`src/hdl/tpf_pkg.sv`:
```
// ----------------------------------------------------------------------------
// tpf_pkg
// Shared constants, types and the scaling helper for the telemetry framer.
// ----------------------------------------------------------------------------
package tpf_pkg;

  localparam int unsigned PKT_SAMPLES = 20;
  localparam int unsigned RATE_BYTE   = 100;

  localparam int unsigned SAMPLE_W = 24;
  localparam int unsigned PROD_W   = 32;
  localparam int unsigned WORD_W   = 16;
  localparam int unsigned IDX_W    = 8;

  localparam logic [7:0] SYNC_HI     = 8'hAA;
  localparam logic [7:0] SYNC_LO     = 8'h55;
  localparam logic [7:0] FOOTER_BYTE = 8'h5A;
  localparam logic [7:0] PAD_BYTE    = 8'h00;
  localparam logic [7:0] SPP_BYTE    = 8'(PKT_SAMPLES);
  localparam logic [7:0] RATE_CONST  = 8'(RATE_BYTE);

  localparam logic signed [PROD_W-1:0] SCALE_PF = 32'sd100;
  localparam logic signed [PROD_W-1:0] SCALE_V  = 32'sd10;

  localparam int unsigned FIFO_DEPTH = 4;
  localparam int unsigned FIFO_AW    = $clog2(FIFO_DEPTH);

  // Byte positions within the longest run of one item.
  localparam int unsigned POS_W           = 5;
  localparam logic [POS_W-1:0] POS_HEADER      = 5'd0;
  localparam logic [POS_W-1:0] POS_SAMPLE      = 5'd21;
  localparam logic [POS_W-1:0] POS_SAMPLE_LAST = 5'd26;
  localparam logic [POS_W-1:0] POS_FOOTER_LAST = 5'd30;

  localparam int unsigned PADDR_W = 5;

  typedef enum logic [2:0] {
    REG_SET_OXYGEN,
    REG_SET_PEEP,
    REG_SET_RATE,
    REG_SET_TIDAL,
    REG_SET_RATIO
  } reg_idx_t;

  typedef struct packed {
    logic [7:0]  oxygen;
    logic [7:0]  peep;
    logic [7:0]  rate;
    logic [15:0] tidal;
    logic [7:0]  ratio;
  } cfg_t;

  typedef struct packed {
    logic                    hdr;
    logic                    ftr;
    logic [15:0]             pkt_cnt;
    logic [15:0]             err_code;
    logic [7:0]              oxy_int;
    logic [2:0][WORD_W-1:0]  word;
  } desc_t;

  // Divide by 256 truncating toward zero, then clamp to 16 bits.
  function automatic logic [WORD_W-1:0] sat_word(input logic signed [PROD_W-1:0] prod);
    logic signed [PROD_W-1:0]   adj;
    logic signed [SAMPLE_W-1:0] q;
    adj = prod + (prod[PROD_W-1] ? 32'sd255 : 32'sd0);
    q   = SAMPLE_W'(adj >>> 8);
    if (q > 24'sd32767) begin
      sat_word = 16'h7FFF;
    end else if (q < -24'sd32768) begin
      sat_word = 16'h8000;
    end else begin
      sat_word = q[WORD_W-1:0];
    end
  endfunction

endpackage

```
`src/hdl/tpf_if.sv`:
```
// ----------------------------------------------------------------------------
// tpf_in_if / tpf_out_if
// Valid/ready channels for sample items and output bytes.
// ----------------------------------------------------------------------------
interface tpf_in_if;
  logic                                  valid;
  logic                                  ready;
  logic signed [tpf_pkg::SAMPLE_W-1:0]   pressure_in;
  logic signed [tpf_pkg::SAMPLE_W-1:0]   airflow_in;
  logic signed [tpf_pkg::SAMPLE_W-1:0]   volume_in;
  logic [15:0]                           fault_code;
  logic [15:0]                           oxygen_level;

  modport source (output valid, pressure_in, airflow_in, volume_in, fault_code,
                  oxygen_level, input ready);
  modport sink   (input valid, pressure_in, airflow_in, volume_in, fault_code,
                  oxygen_level, output ready);
endinterface

interface tpf_out_if;
  logic       valid;
  logic       ready;
  logic [7:0] out_byte;
  logic       last_of_run;

  modport source (output valid, out_byte, last_of_run, input ready);
  modport sink   (input valid, out_byte, last_of_run, output ready);
endinterface

```
`src/hdl/telemetry_packet_framer.sv`:
```
// ----------------------------------------------------------------------------
// telemetry_packet_framer
// Frame sensor samples into a byte stream with packet headers and footers.
// ----------------------------------------------------------------------------
// Path: the first byte of an item passes the payload registers, the queue,
//   the current-item register and the output byte register.
// Throughput: one byte per cycle while an item is held and out_ch is ready; the
//   back part loads the next item only after the last byte of the current one.
// Reset (synchronous, rst_n low): clear packet position, packet count, queue,
//   output valid and all set point registers.
// ----------------------------------------------------------------------------
module telemetry_packet_framer (
  input  logic                          clk,
  input  logic                          rst_n,
  tpf_in_if.sink                        in_ch,
  tpf_out_if.source                     out_ch,
  input  logic                          psel,
  input  logic                          penable,
  input  logic                          pwrite,
  input  logic [tpf_pkg::PADDR_W-1:0]   paddr,
  input  logic [31:0]                   pwdata,
  output logic [31:0]                   prdata,
  output logic                          pready
);

  tpf_pkg::cfg_t     cfg_r, cfg_nxt;
  tpf_pkg::reg_idx_t reg_idx;
  tpf_pkg::desc_t    q_wdata, q_rdata;
  logic              q_push, q_pop, q_full, q_empty;
  logic              wr_en;

  // Register file: one word per set point, no wait states.
  assign pready  = 1'b1;
  assign reg_idx = tpf_pkg::reg_idx_t'(paddr[4:2]);
  assign wr_en   = psel && penable && pwrite && pready;

  always_comb begin
    cfg_nxt = cfg_r;
    if (wr_en) begin
      case (reg_idx)
        tpf_pkg::REG_SET_OXYGEN: cfg_nxt.oxygen = pwdata[7:0];
        tpf_pkg::REG_SET_PEEP:   cfg_nxt.peep   = pwdata[7:0];
        tpf_pkg::REG_SET_RATE:   cfg_nxt.rate   = pwdata[7:0];
        tpf_pkg::REG_SET_TIDAL:  cfg_nxt.tidal  = pwdata[15:0];
        tpf_pkg::REG_SET_RATIO:  cfg_nxt.ratio  = pwdata[7:0];
        default:                 cfg_nxt        = cfg_r;  // drop unknown index
      endcase
    end
  end

  always_comb begin
    case (reg_idx)
      tpf_pkg::REG_SET_OXYGEN: prdata = {24'd0, cfg_r.oxygen};
      tpf_pkg::REG_SET_PEEP:   prdata = {24'd0, cfg_r.peep};
      tpf_pkg::REG_SET_RATE:   prdata = {24'd0, cfg_r.rate};
      tpf_pkg::REG_SET_TIDAL:  prdata = {16'd0, cfg_r.tidal};
      tpf_pkg::REG_SET_RATIO:  prdata = {24'd0, cfg_r.ratio};
      default:                 prdata = '0;
    endcase
  end

  always_ff @(posedge clk) begin
    if (!rst_n) begin
      cfg_r <= '0;
    end else begin
      cfg_r <= cfg_nxt;
    end
  end

  // Front: accept the item, decide header and footer, scale the samples.
  tpf_front u_front (
    .clk        (clk),
    .rst_n      (rst_n),
    .in_ch      (in_ch),
    .fifo_full  (q_full),
    .fifo_push  (q_push),
    .fifo_wdata (q_wdata)
  );

  // Queue: decouple the sample side from the byte side.
  tpf_fifo u_fifo (
    .clk   (clk),
    .rst_n (rst_n),
    .push  (q_push),
    .wdata (q_wdata),
    .pop   (q_pop),
    .rdata (q_rdata),
    .full  (q_full),
    .empty (q_empty)
  );

  // Back: walk the byte positions of each item into the output register.
  tpf_back u_back (
    .clk        (clk),
    .rst_n      (rst_n),
    .cfg        (cfg_r),
    .fifo_empty (q_empty),
    .fifo_rdata (q_rdata),
    .fifo_pop   (q_pop),
    .out_ch     (out_ch)
  );

endmodule

```
`src/hdl/tpf_front.sv`:
```
// ----------------------------------------------------------------------------
// tpf_front
// Accept samples, track packet position, scale and push descriptors.
// ----------------------------------------------------------------------------
module tpf_front (
  input  logic                clk,
  input  logic                rst_n,
  tpf_in_if.sink              in_ch,
  input  logic                fifo_full,
  output logic                fifo_push,
  output tpf_pkg::desc_t      fifo_wdata
);

  logic                              s1_vld_r, s1_vld_nxt;
  logic                              hdr_r, ftr_r;
  logic [15:0]                       pkt_r, err_r;
  logic [7:0]                        oxy_r;
  logic signed [tpf_pkg::PROD_W-1:0] prod_p_r, prod_a_r, prod_v_r;
  logic [tpf_pkg::IDX_W-1:0]         idx_r, idx_nxt;
  logic [15:0]                       cnt_r, cnt_nxt;
  logic [tpf_pkg::IDX_W:0]           idx_inc;
  logic                              take;
  logic                              is_hdr;

  assign fifo_push   = s1_vld_r && !fifo_full;
  assign in_ch.ready = !s1_vld_r || !fifo_full;
  assign take        = in_ch.valid && in_ch.ready;
  assign is_hdr      = (idx_r == '0);
  assign idx_inc     = {1'b0, idx_r} + 9'd1;

  always_comb begin
    idx_nxt    = idx_r;
    cnt_nxt    = cnt_r;
    s1_vld_nxt = s1_vld_r;
    if (fifo_push) begin
      s1_vld_nxt = 1'b0;
    end
    if (take) begin
      s1_vld_nxt = 1'b1;
      idx_nxt    = (idx_inc >= 9'(tpf_pkg::PKT_SAMPLES)) ? '0 : idx_inc[7:0];
      if (is_hdr) begin
        cnt_nxt = cnt_r + 16'd1;
      end
    end
  end

  always_ff @(posedge clk) begin
    if (!rst_n) begin
      s1_vld_r <= 1'b0;
      idx_r    <= '0;
      cnt_r    <= '0;
    end else begin
      s1_vld_r <= s1_vld_nxt;
      idx_r    <= idx_nxt;
      cnt_r    <= cnt_nxt;
    end
  end

  // Payload stage: products registered before the clamp.
  always_ff @(posedge clk) begin
    if (take) begin
      hdr_r    <= is_hdr;
      ftr_r    <= (idx_r == 8'(tpf_pkg::PKT_SAMPLES - 1));
      pkt_r    <= cnt_r;
      err_r    <= in_ch.fault_code;
      oxy_r    <= in_ch.oxygen_level[15:8];
      prod_p_r <= tpf_pkg::PROD_W'(in_ch.pressure_in) * tpf_pkg::SCALE_PF;
      prod_a_r <= tpf_pkg::PROD_W'(in_ch.airflow_in) * tpf_pkg::SCALE_PF;
      prod_v_r <= tpf_pkg::PROD_W'(in_ch.volume_in) * tpf_pkg::SCALE_V;
    end
  end

  always_comb begin
    fifo_wdata          = '0;
    fifo_wdata.hdr      = hdr_r;
    fifo_wdata.ftr      = ftr_r;
    fifo_wdata.pkt_cnt  = pkt_r;
    fifo_wdata.err_code = err_r;
    fifo_wdata.oxy_int  = oxy_r;
    fifo_wdata.word[0]  = tpf_pkg::sat_word(prod_p_r);
    fifo_wdata.word[1]  = tpf_pkg::sat_word(prod_a_r);
    fifo_wdata.word[2]  = tpf_pkg::sat_word(prod_v_r);
  end

endmodule

```
`src/hdl/tpf_fifo.sv`:
```
// ----------------------------------------------------------------------------
// tpf_fifo
// Short descriptor queue between the front and back parts.
// ----------------------------------------------------------------------------
module tpf_fifo (
  input  logic           clk,
  input  logic           rst_n,
  input  logic           push,
  input  tpf_pkg::desc_t wdata,
  input  logic           pop,
  output tpf_pkg::desc_t rdata,
  output logic           full,
  output logic           empty
);

  tpf_pkg::desc_t                 mem_r [tpf_pkg::FIFO_DEPTH];
  logic [tpf_pkg::FIFO_AW-1:0]    wp_r, rp_r;
  logic [tpf_pkg::FIFO_AW:0]      cnt_r, cnt_nxt;

  assign full  = (cnt_r == (tpf_pkg::FIFO_AW+1)'(tpf_pkg::FIFO_DEPTH));
  assign empty = (cnt_r == '0);
  assign rdata = mem_r[rp_r];

  always_comb begin
    cnt_nxt = cnt_r;
    if (push && !pop) begin
      cnt_nxt = cnt_r + 1'b1;
    end else if (pop && !push) begin
      cnt_nxt = cnt_r - 1'b1;
    end
  end

  always_ff @(posedge clk) begin
    if (!rst_n) begin
      wp_r  <= '0;
      rp_r  <= '0;
      cnt_r <= '0;
    end else begin
      cnt_r <= cnt_nxt;
      if (push) begin
        wp_r <= wp_r + 1'b1;
      end
      if (pop) begin
        rp_r <= rp_r + 1'b1;
      end
    end
  end

  always_ff @(posedge clk) begin
    if (push) begin
      mem_r[wp_r] <= wdata;
    end
  end

endmodule

```
`src/hdl/tpf_back.sv`:
```
// ----------------------------------------------------------------------------
// tpf_back
// Serialize one descriptor into header, sample and footer bytes.
// ----------------------------------------------------------------------------
module tpf_back (
  input  logic           clk,
  input  logic           rst_n,
  input  tpf_pkg::cfg_t  cfg,
  input  logic           fifo_empty,
  input  tpf_pkg::desc_t fifo_rdata,
  output logic           fifo_pop,
  tpf_out_if.source      out_ch
);

  tpf_pkg::desc_t                cur_r;
  logic                          busy_r, busy_nxt;
  logic [tpf_pkg::POS_W-1:0]     pos_r, pos_nxt;
  logic                          ovld_r, ovld_nxt;
  logic [7:0]                    obyte_r, byte_sel;
  logic                          olast_r;
  logic                          adv, emit, at_end;

  assign adv      = !ovld_r || out_ch.ready;
  assign emit     = busy_r && adv;
  assign fifo_pop = !busy_r && !fifo_empty;
  assign at_end   = (pos_r == (cur_r.ftr ? tpf_pkg::POS_FOOTER_LAST
                                         : tpf_pkg::POS_SAMPLE_LAST));

  assign out_ch.valid       = ovld_r;
  assign out_ch.out_byte    = obyte_r;
  assign out_ch.last_of_run = olast_r;

  always_comb begin
    case (pos_r)
      5'd0, 5'd2:                 byte_sel = tpf_pkg::SYNC_HI;
      5'd1, 5'd3:                 byte_sel = tpf_pkg::SYNC_LO;
      5'd4:                       byte_sel = cur_r.pkt_cnt[15:8];
      5'd5:                       byte_sel = cur_r.pkt_cnt[7:0];
      5'd6:                       byte_sel = tpf_pkg::RATE_CONST;
      5'd7:                       byte_sel = tpf_pkg::SPP_BYTE;
      5'd8:                       byte_sel = cur_r.err_code[15:8];
      5'd9:                       byte_sel = cur_r.err_code[7:0];
      5'd10:                      byte_sel = cfg.oxygen;
      5'd11:                      byte_sel = cfg.peep;
      5'd12:                      byte_sel = cfg.rate;
      5'd13:                      byte_sel = cfg.tidal[15:8];
      5'd14:                      byte_sel = cfg.tidal[7:0];
      5'd15:                      byte_sel = cfg.ratio;
      5'd20:                      byte_sel = cur_r.oxy_int;
      5'd21:                      byte_sel = cur_r.word[0][15:8];
      5'd22:                      byte_sel = cur_r.word[0][7:0];
      5'd23:                      byte_sel = cur_r.word[1][15:8];
      5'd24:                      byte_sel = cur_r.word[1][7:0];
      5'd25:                      byte_sel = cur_r.word[2][15:8];
      5'd26:                      byte_sel = cur_r.word[2][7:0];
      5'd27, 5'd28, 5'd29, 5'd30: byte_sel = tpf_pkg::FOOTER_BYTE;
      default:                    byte_sel = tpf_pkg::PAD_BYTE;
    endcase
  end

  always_comb begin
    busy_nxt = busy_r;
    pos_nxt  = pos_r;
    ovld_nxt = ovld_r;
    if (fifo_pop) begin
      busy_nxt = 1'b1;
      pos_nxt  = fifo_rdata.hdr ? tpf_pkg::POS_HEADER : tpf_pkg::POS_SAMPLE;
    end
    if (emit) begin
      ovld_nxt = 1'b1;
      pos_nxt  = pos_r + 1'b1;
      if (at_end) begin
        busy_nxt = 1'b0;
      end
    end else if (adv) begin
      ovld_nxt = 1'b0;
    end
  end

  always_ff @(posedge clk) begin
    if (!rst_n) begin
      busy_r <= 1'b0;
      pos_r  <= '0;
      ovld_r <= 1'b0;
    end else begin
      busy_r <= busy_nxt;
      pos_r  <= pos_nxt;
      ovld_r <= ovld_nxt;
    end
  end

  always_ff @(posedge clk) begin
    if (fifo_pop) begin
      cur_r <= fifo_rdata;
    end
    if (emit) begin
      obyte_r <= byte_sel;
      olast_r <= at_end;
    end
  end

endmodule

```
`src/flat_wrapper.sv`:
```
// flat-port wrapper written by rule: the top's interface ports become plain ports
module telemetry_packet_framer_flat 
  (clk, rst_n, psel, penable, pwrite, paddr, pwdata, prdata, pready, in_ch_valid, in_ch_pressure_in, in_ch_airflow_in, in_ch_volume_in, in_ch_fault_code, in_ch_oxygen_level, in_ch_ready, out_ch_valid, out_ch_out_byte, out_ch_last_of_run, out_ch_ready);
  tpf_in_if in_ch_i ();
  tpf_out_if out_ch_i ();
  input  logic clk;
  input  logic rst_n;
  input  logic psel;
  input  logic penable;
  input  logic pwrite;
  input  logic [tpf_pkg::PADDR_W-1:0] paddr;
  input  logic [31:0] pwdata;
  output logic [31:0] prdata;
  output logic pready;
  input wire logic [$bits(in_ch_i.valid)-1:0] in_ch_valid;
  input wire logic [$bits(in_ch_i.pressure_in)-1:0] in_ch_pressure_in;
  input wire logic [$bits(in_ch_i.airflow_in)-1:0] in_ch_airflow_in;
  input wire logic [$bits(in_ch_i.volume_in)-1:0] in_ch_volume_in;
  input wire logic [$bits(in_ch_i.fault_code)-1:0] in_ch_fault_code;
  input wire logic [$bits(in_ch_i.oxygen_level)-1:0] in_ch_oxygen_level;
  output wire logic [$bits(in_ch_i.ready)-1:0] in_ch_ready;
  output wire logic [$bits(out_ch_i.valid)-1:0] out_ch_valid;
  output wire logic [$bits(out_ch_i.out_byte)-1:0] out_ch_out_byte;
  output wire logic [$bits(out_ch_i.last_of_run)-1:0] out_ch_last_of_run;
  input wire logic [$bits(out_ch_i.ready)-1:0] out_ch_ready;
  assign in_ch_i.valid = in_ch_valid;
  assign in_ch_i.pressure_in = in_ch_pressure_in;
  assign in_ch_i.airflow_in = in_ch_airflow_in;
  assign in_ch_i.volume_in = in_ch_volume_in;
  assign in_ch_i.fault_code = in_ch_fault_code;
  assign in_ch_i.oxygen_level = in_ch_oxygen_level;
  assign in_ch_ready = in_ch_i.ready;
  assign out_ch_valid = out_ch_i.valid;
  assign out_ch_out_byte = out_ch_i.out_byte;
  assign out_ch_last_of_run = out_ch_i.last_of_run;
  assign out_ch_i.ready = out_ch_ready;
  telemetry_packet_framer u_core (.clk(clk), .rst_n(rst_n), .in_ch(in_ch_i), .out_ch(out_ch_i), .psel(psel), .penable(penable), .pwrite(pwrite), .paddr(paddr), .pwdata(pwdata), .prdata(prdata), .pready(pready));
endmodule
```
`config.mk`:
```
export PLATFORM = sky130hd
export DESIGN_NAME = telemetry_packet_framer_flat
export DESIGN_NICKNAME = d
export VERILOG_FILES = /design/src/hdl/tpf_pkg.sv /design/src/hdl/tpf_if.sv /design/src/hdl/telemetry_packet_framer.sv /design/src/hdl/tpf_front.sv /design/src/hdl/tpf_fifo.sv /design/src/hdl/tpf_back.sv /design/src/flat_wrapper.sv
export SDC_FILE = /design/constraint.sdc
export NUM_CORES = 1
export LEC_CHECK = 0
export ABC_AREA = 1
export BUFFER_PORTS_ARGS = -buffer_cell sky130_fd_sc_hd__buf_4
export CAP_MARGIN = 25
export CORE_AREA = 2 2 257 259
export DETAILED_ROUTE_END_ITERATION = 8
export DIE_AREA = 0 0 259 261
export PLACE_DENSITY = 0.76
export SLEW_MARGIN = 10
export SYNTH_ARGS = -nofsm -noshare
export SYNTH_HDL_FRONTEND = slang
export SYNTH_SLANG_ARGS = --single-unit
```
`constraint.sdc`:
```
create_clock -name clk -period 10.65 [get_ports clk]
set_input_delay 2.13 -clock clk [delete_from_list [all_inputs] [get_ports clk]]
set_output_delay 2.13 -clock clk [all_outputs]
set_load 0.05 [all_outputs]
```
==> results of run 1 <==
-- kinds of logic after synthesis --
group,count (synthesis),share of synthesized area [%]
compound gates,638,10.2
xor+xnor,92,2.33
simple gates,1332,15.8
flops,677,55.0
other cells,2,0.0213
buf+inv,554,6.25
fa+ha+maj,268,10.5
-- Yosys cell counts (10+ instances only) --
cell type | n | share of area (%)
nor3_1 | 38 | 0.54
a221oi_1 | 17 | 0.42
clkbuf_1 | 67 | 0.71
buf_4 | 19 | 0.40
nor2_1 | 470 | 5.0
fa_1 | 46 | 2.6
nand2_1 | 604 | 6.4
inv_1 | 444 | 4.7
nand2_2 | 15 | 0.27
xnor2_1 | 29 | 0.72
o21ai_0 | 298 | 4.2
nand3_1 | 110 | 1.6
nor4_1 | 12 | 0.21
ha_1 | 222 | 7.9
a31oi_1 | 10 | 0.18
dfxtp_1 | 89 | 5.0
a21oi_1 | 152 | 2.2
a21o_1 | 13 | 0.28
o22ai_1 | 91 | 1.6
nor2_2 | 14 | 0.25
nand4_1 | 34 | 0.60
xor2_1 | 62 | 1.5
edfxtp_1 | 588 | 50
-- registers in the layout, summed over array words and instances, names as in the netlist, 2 cells and up, named ones only --
name	flops
u_core.u_front.oxy_r	8
u_core.u_back.cur_r	89
u_core.u_fifo.mem_r	360
u_core.u_back.pos_r	5
u_core.u_front.cnt_r	16
u_core.u_front.err_r	16
u_core.u_front.idx_r	8
u_core.u_front.pkt_r	16
u_core.u_back.out_ch.out_byte	8
u_core.u_fifo.rp_r	2
u_core.u_fifo.wp_r	2
u_core.u_fifo.cnt_r	3
u_core.cfg_r	48
u_core.u_front.prod_v_r	28
u_core.u_front.prod_a_r	30
u_core.u_front.prod_p_r	30
-- cells in the final DEF (no fill, tap or decap), types with 6 or more instances in the layout --
master / n
nand2_2: 15
nor2_2: 14
buf_4: 162
xnor2_1: 29
a31oi_1: 10
nand3b_1: 7
edfxtp_1: 588
nand4_1: 34
clkinv_2: 12
conb_1: 17
inv_1: 442
a21oi_1: 152
ha_1: 222
nand2_1: 604
a221oi_1: 17
xor2_1: 62
nand3_2: 7
clkbuf_1: 14
inv_6: 7
nand3_1: 110
nor4_1: 11
o22ai_1: 91
o21ai_0: 298
fa_1: 46
nor2_1: 466
dfxtp_1: 87
clkbuf_16: 67
o211ai_1: 8
nand2_4: 6
a21o_1: 13
nor3_1: 38
clkinv_1: 13
a211oi_1: 9
o21bai_1: 8
-- power groups by stage --
stage	combinational, W	sequential [W]	clock, W
CTS	0.00228	0.00386	0.00230
global placement	0.00221	0.00390	0
finish	0.00228	0.00386	0.00226
detailed placement	0.00226	0.00391	0
global route	0.00258	0.00390	0.00239
floorplan	0.00166	0.00381	0
-- final cells by class --
type / instances / area share (%)
Sequential cell: 677 / 49.4
Clock buffer: 82 / 4.43
Multi-Input combinational cell: 2347 / 35.0
Tap cell: 864 / 2.74
Timing Repair Buffer: 164 / 3.17
Clock inverter: 40 / 0.956
Inverter: 453 / 4.34
-- per-layer routing --
layer,part of all wire (%),global-route usage (%),up-vias,wire length [um]
li1,-,-,12459,-
met1,42,28.6,11816,32000
met2,49,39.0,786,36800
met3,5.7,2.61,140,4330
met4,3.1,8.53,0,2320
met5,0,0,-,0
-- worst max path at each step --
stage / from / endpoint / slack [ns] / depth (start not counted)
6_report: paddr[4] / prdata[1] / 4.67 / 5
5_1_grt: paddr[2] / prdata[2] / 4.69 / 6
4_1_cts: paddr[2] / prdata[2] / 4.77 / 6
3_5_place_dp: paddr[2] / prdata[2] / 4.77 / 6
3_3_place_gp: paddr[2] / prdata[2] / 4.79 / 6
2_1_floorplan: paddr[3] / prdata[2] / 4.94 / 5
-- metrics by stage --
step | setup WS, ns | instance area [um2] | total power [W]
2_1_floorplan | 4.94 | 35400 | 0.00547
3_3_place_gp | 4.79 | 37200 | 0.00611
3_5_place_dp | 4.77 | 37200 | 0.00617
4_1_cts | 4.77 | 39400 | 0.00843
5_1_grt | 4.69 | 39400 | 0.00887
6_report | 4.67 | 39400 | 0.00841
==> run metrics, run 1 <==
fin cells 4,627; first-pass GRT wire length 121 mm; register area 19,400 um2; Internal 0.00558 W; max-slew violation count 0; worst min path class register to register; flops & latches, synth 677; Async SR Flop Fraction 0%; switching power 0.00283 W; Worst-Margin Slew 1.15 ns; Crit path top cell by count buf_4; area of the multi-input gates 13,800 um2; EDFF count, synth 588; vias per cell 5.45; Area Growth Syn to Fin 11.5%; flop2flop setup slack 7.69 ns; Hold EP u_core.u_front.pkt_r[6]$_DFFE_PP_; Final setup viols 0; GPL Wtd Cong 0.967; critical path's slowest cell nor3_1; ANT cells 0; vias in the first global route 24.2k; Setup Skew 0.0193 ns; Hold Vio Cnt, Final 0; CTS Hold Bufs 0; antenna violations before repair 0; clk sink count 677; Mapped Area 35,300 um2; Worst Hold Depth 0; Worst Setup Start Kind input pin; Reg2Reg Launch Point u_core.u_fifo.cnt_r[0]$_SDFFE_PN0P_; CTS buffer count 66; Die Span X 259 um; Clock power frac 26.9%; worst-case clock buffer depth 3; postcts setup bufs 0; number of fill cells 5,283; initial core utilization 54.3%; placed cells 4,504; Mapped Cells 3,563; crit path kind input pin to primary output; Hold Path Origin u_core.u_front.cnt_r[6]$_SDFFE_PN0P_; Seq/Total Area, Yosys 55.0%; # resized after CTS 0; vias 25.2k; largest net degree at the start of global routing 95; Max Cap Viol 0; Max stage delay on crit path 0.91 ns; clk_lat worst skew 0.60 ns; Critical Path End Type primary output; TritonRoute pass-1 iters 6; status complete, no violations; Leakage Power 16.3 nW; IO Port Bufs 148; Top Ports 192; placement row count 94; Critical path buffers and inverters 2; dpl hpwl 51.7 mm; Core Area 65,000 um2; achievable clock frequency 167 MHz; Gate power share 27.2%; initial drt markers 1,966; Post-Route WL 75.5 mm; Main synth FF type edfxtp_1; # DRC 0; unrepaired setup endpoints after global routing false; ANT nets after route 0; hold slack 0.454 ns; Max-slew headroom 22.6%; Power Dens Cells 213 nW/um2; Mapped Avg Cell Area 9.92 um2; fin nets 4,125; R2R depth 5; CTS tree yes; Critical Path Fanout Max 8; crit-path leading delay family simple AND/OR/NAND/NOR gates; Critical Path AT 3.85 ns; register clock-pin slew on the reported worst setup and hold paths 0.06 ns; WL/cell 16.3 um; clk root buf clkbuf_16; H-tree depth 3; chip height 261 um; Tcrit/Tclk final 56.1%; worst-path cell chain buf_4 > nor3_1 > a221oi_1 > o211ai_1 > buf_4; fraction of layout cells with a size suffix above 1 8.66%; fin crit period 5.98 ns; YS warnings 0; sw frac 33.7%; CP required 8.52 ns; GR Util All Layers 22.3%; sequential fraction of design power 45.9%; VDD IR max 0.146 mV; setup TNS 0 ns; remaining global-route overflow 0; RR Endpoint u_core.u_fifo.mem_r[3][48]$_DFFE_PP_; die area 67,600 um2; final core occ 60.6%; Cell variety after synth 60
Note: power is estimated with default switching activity, not from simulation.
==> run 2, diff against run 1 <==
Settings changed: PLACE_DENSITY 0.76 to 0.79.
Clock period 10.65 ns to 5.4 ns, I/O delays scaled along.
==> run 2 against run 1 <==
Compared with the run above:
- global-route usage rose by 0.17 points
- critical path depth grew 12
- sequential power increased by 96%
- flip-flop and latch count unchanged
- hold slack worse by 0.023 ns
- die area did not move
- cell count barely moved
- design area grew 0.24%
- register-to-register slack worse by 5.1 ns
- utilization increased by 0.14 points
- sequential share of layout area decreased by 0.12 points
- total power is 99% higher
- critical endpoint is now u_core.u_front.prod_p_r[31]$_DFFE_PP_
==> run metrics, run 2 (synthesis results as in run 1) <==
CTS buffer count 66 (unchanged); final worst slack 1.45 ns (-3.22 ns); dpl hpwl 52.6 mm (+1.7%); clk sink count 677 (unchanged); Critical Path AT 4.32 ns (+0.47 ns); remaining global-route overflow 0 (unchanged); Area Growth Syn to Fin 11.7%; Worst Setup Start Kind input pin; max reg flops 360 (unchanged); Final setup viols 0 (unchanged); die area 67,600 um2 (unchanged); # DRC 0 (unchanged); GPL Wtd Cong 0.962 (-0.56%); Setup WS pre-CTS 0.856 ns (-3.92 ns); GR Util All Layers 22.5% (+0.17 points); fraction of layout cells with a size suffix above 1 8.71% (+0.049 points); Tcrit/Tclk final 73.2%; clk root buf clkbuf_16; Reg2Reg Launch Point u_core.u_front.prod_p_r[31]$_DFFE_PP_; status complete, no violations; hold slack 0.431 ns (-0.0227 ns); largest net degree at the start of global routing 125 (+32%); register clock-pin slew on the reported worst setup and hold paths 0.06 ns (about the same); worst-path cell chain buf_4 > ha_1 > inv_1 > fa_1 > inv_1 > ha_1 > ha_1 > fa_1 > nand3_1 > nand2_1 > a21boi_0 > o21bai_1 > nand2_1 > nand2_1 > nand2_1 > nand2_1 > xor2_1; VDD IR max 0.321 mV (+120%); Hold Path Origin u_core.u_front.idx_r[7]$_SDFFE_PN0P_; Worst-Margin Slew 0.942 ns (-0.210 ns); initial drt markers 2,139 (+8.8%); fin nets 4,129 (+0.097%); Max-slew headroom 36.7% (+14 points); crit path kind input pin to register; WL/cell 16.4 um (+0.74%); Leakage Power 16.4 nW (+0.17%); first-pass GRT wire length 122 mm (+0.84%); Max Cap Viol 0 (unchanged); critical path's slowest cell fa_1; Crit path top cell by count nand2_1; Die Span X 259 um (unchanged); Critical Path End Type register; IO Port Bufs 148 (unchanged); Top Ports 192 (unchanged); postcts setup bufs 0 (unchanged); Core Area 65,000 um2 (unchanged); vias in the first global route 24.7k (+1.7%); H-tree depth 3 (unchanged); Post-Route WL 76.1 mm (+0.78%); worst min path class register to register; max-slew violation count 0 (unchanged); worst-case clock buffer depth 3 (unchanged); CTS tree yes; Setup Skew 0.0300 ns (+0.0107 ns); chip height 261 um (unchanged); initial core utilization 54.3% (unchanged); vias 25.4k (+0.96%); clk_lat worst skew 0.63 ns (+0.03 ns); CP required 5.77 ns (-2.75 ns); Critical Path Source in_ch_pressure_in[1]; antenna violations before repair 0 (unchanged); CTS Hold Bufs 0 (unchanged); Hold Vio Cnt, Final 0 (unchanged); achievable clock frequency 253 MHz; fin cells 4,629 (+0.043%); unrepaired setup endpoints after global routing false; most common library cell in the layout ignoring fill and taps nand2_1; setup TNS 0 ns (unchanged); ANT cells 0 (unchanged); # resized after CTS 0 (unchanged); fin crit period 3.95 ns; final core occ 60.7% (+0.14 points); largest register by flop count u_core.u_fifo.mem_r; TritonRoute pass-1 iters 6 (unchanged); vias per cell 5.50 (+0.92%); placement row count 94 (unchanged); placed cells 4,509 (+0.11%); Max stage delay on crit path 0.50 ns (-0.41 ns); Power Dens Cells 423 nW/um2 (+98%); commonest non-fill, non-tap cells in the layout nand2_1, edfxtp_1, nor2_1; ANT nets after route 0 (unchanged); Critical Path Fanout Max 4 (-4); Regs by FF count u_core.u_fifo.mem_r x360, u_core.u_back.cur_r x89, u_core.cfg_r x48
[run 2: cell count changes in the layout (fill, tap and decap cells not counted), moves of 3 or more]
cell and change:
clkinv_4 -4, inv_6 -3, clkinv_2 -3, clkinvlp_4 +3
buf_4 +4
[run 2: through the flow]
step | power [W] | area (um2)
final | 0.0167 | 39500
after global routing | 0.0176 | 39500
after CTS | 0.0168 | 39500
after detailed placement | 0.0122 | 37300
after global placement | 0.0120 | 37300
after floorplan | 0.0108 | 35400
[run 2: area by class of cell]
type                    instances  area [um2]
clock buffers                  80        1710
clock inverters                40         462
fillers                      5173       25600
inverters                     453        1710
repair buffers                168        1290
flip-flops and latches        677       19400
multi-input cells            2347       13800
well taps                     864        1080
[run 2: critical path: cells and delay by family]
family                     cells  cell delay [ns]
adders and majority gates      5             1.71
AOI/OAI and AO/OA              2             0.65
and+or+nand+nor                6             0.52
buffers and inverters          3             0.21
xor gates and xnor gates       1             0.14
[run 2: per-layer routing]
layer	vias to the layer above	track usage (%)	routed length [um]
met5	-	0	0
met4	0	8.64	2320
met3	161	3.09	5280
met2	924	39.7	37600
met1	11899	28.1	30900
li1	12459	-	-
[run 2: worst paths after layout]
check,cells after the start,slack [ns],endpoint
worst max-delay path,17,1.45,u_core.u_front.prod_p_r[31]$_DFFE_PP_
worst min-delay path,2,0.43,u_core.u_front.idx_r[7]$_SDFFE_PN0P_
worst max register to register,12,2.61,u_core.u_fifo.mem_r[0][6]$_DFFE_PP_
worst min register to register,2,0.43,u_core.u_front.idx_r[7]$_SDFFE_PN0P_
[run 2: power breakdown]
part,switching (W),internal [W]
registers,0.000552,0.00701
logic,0.00312,0.00143
clock network,0.00196,0.00264
total,0.00563,0.0111
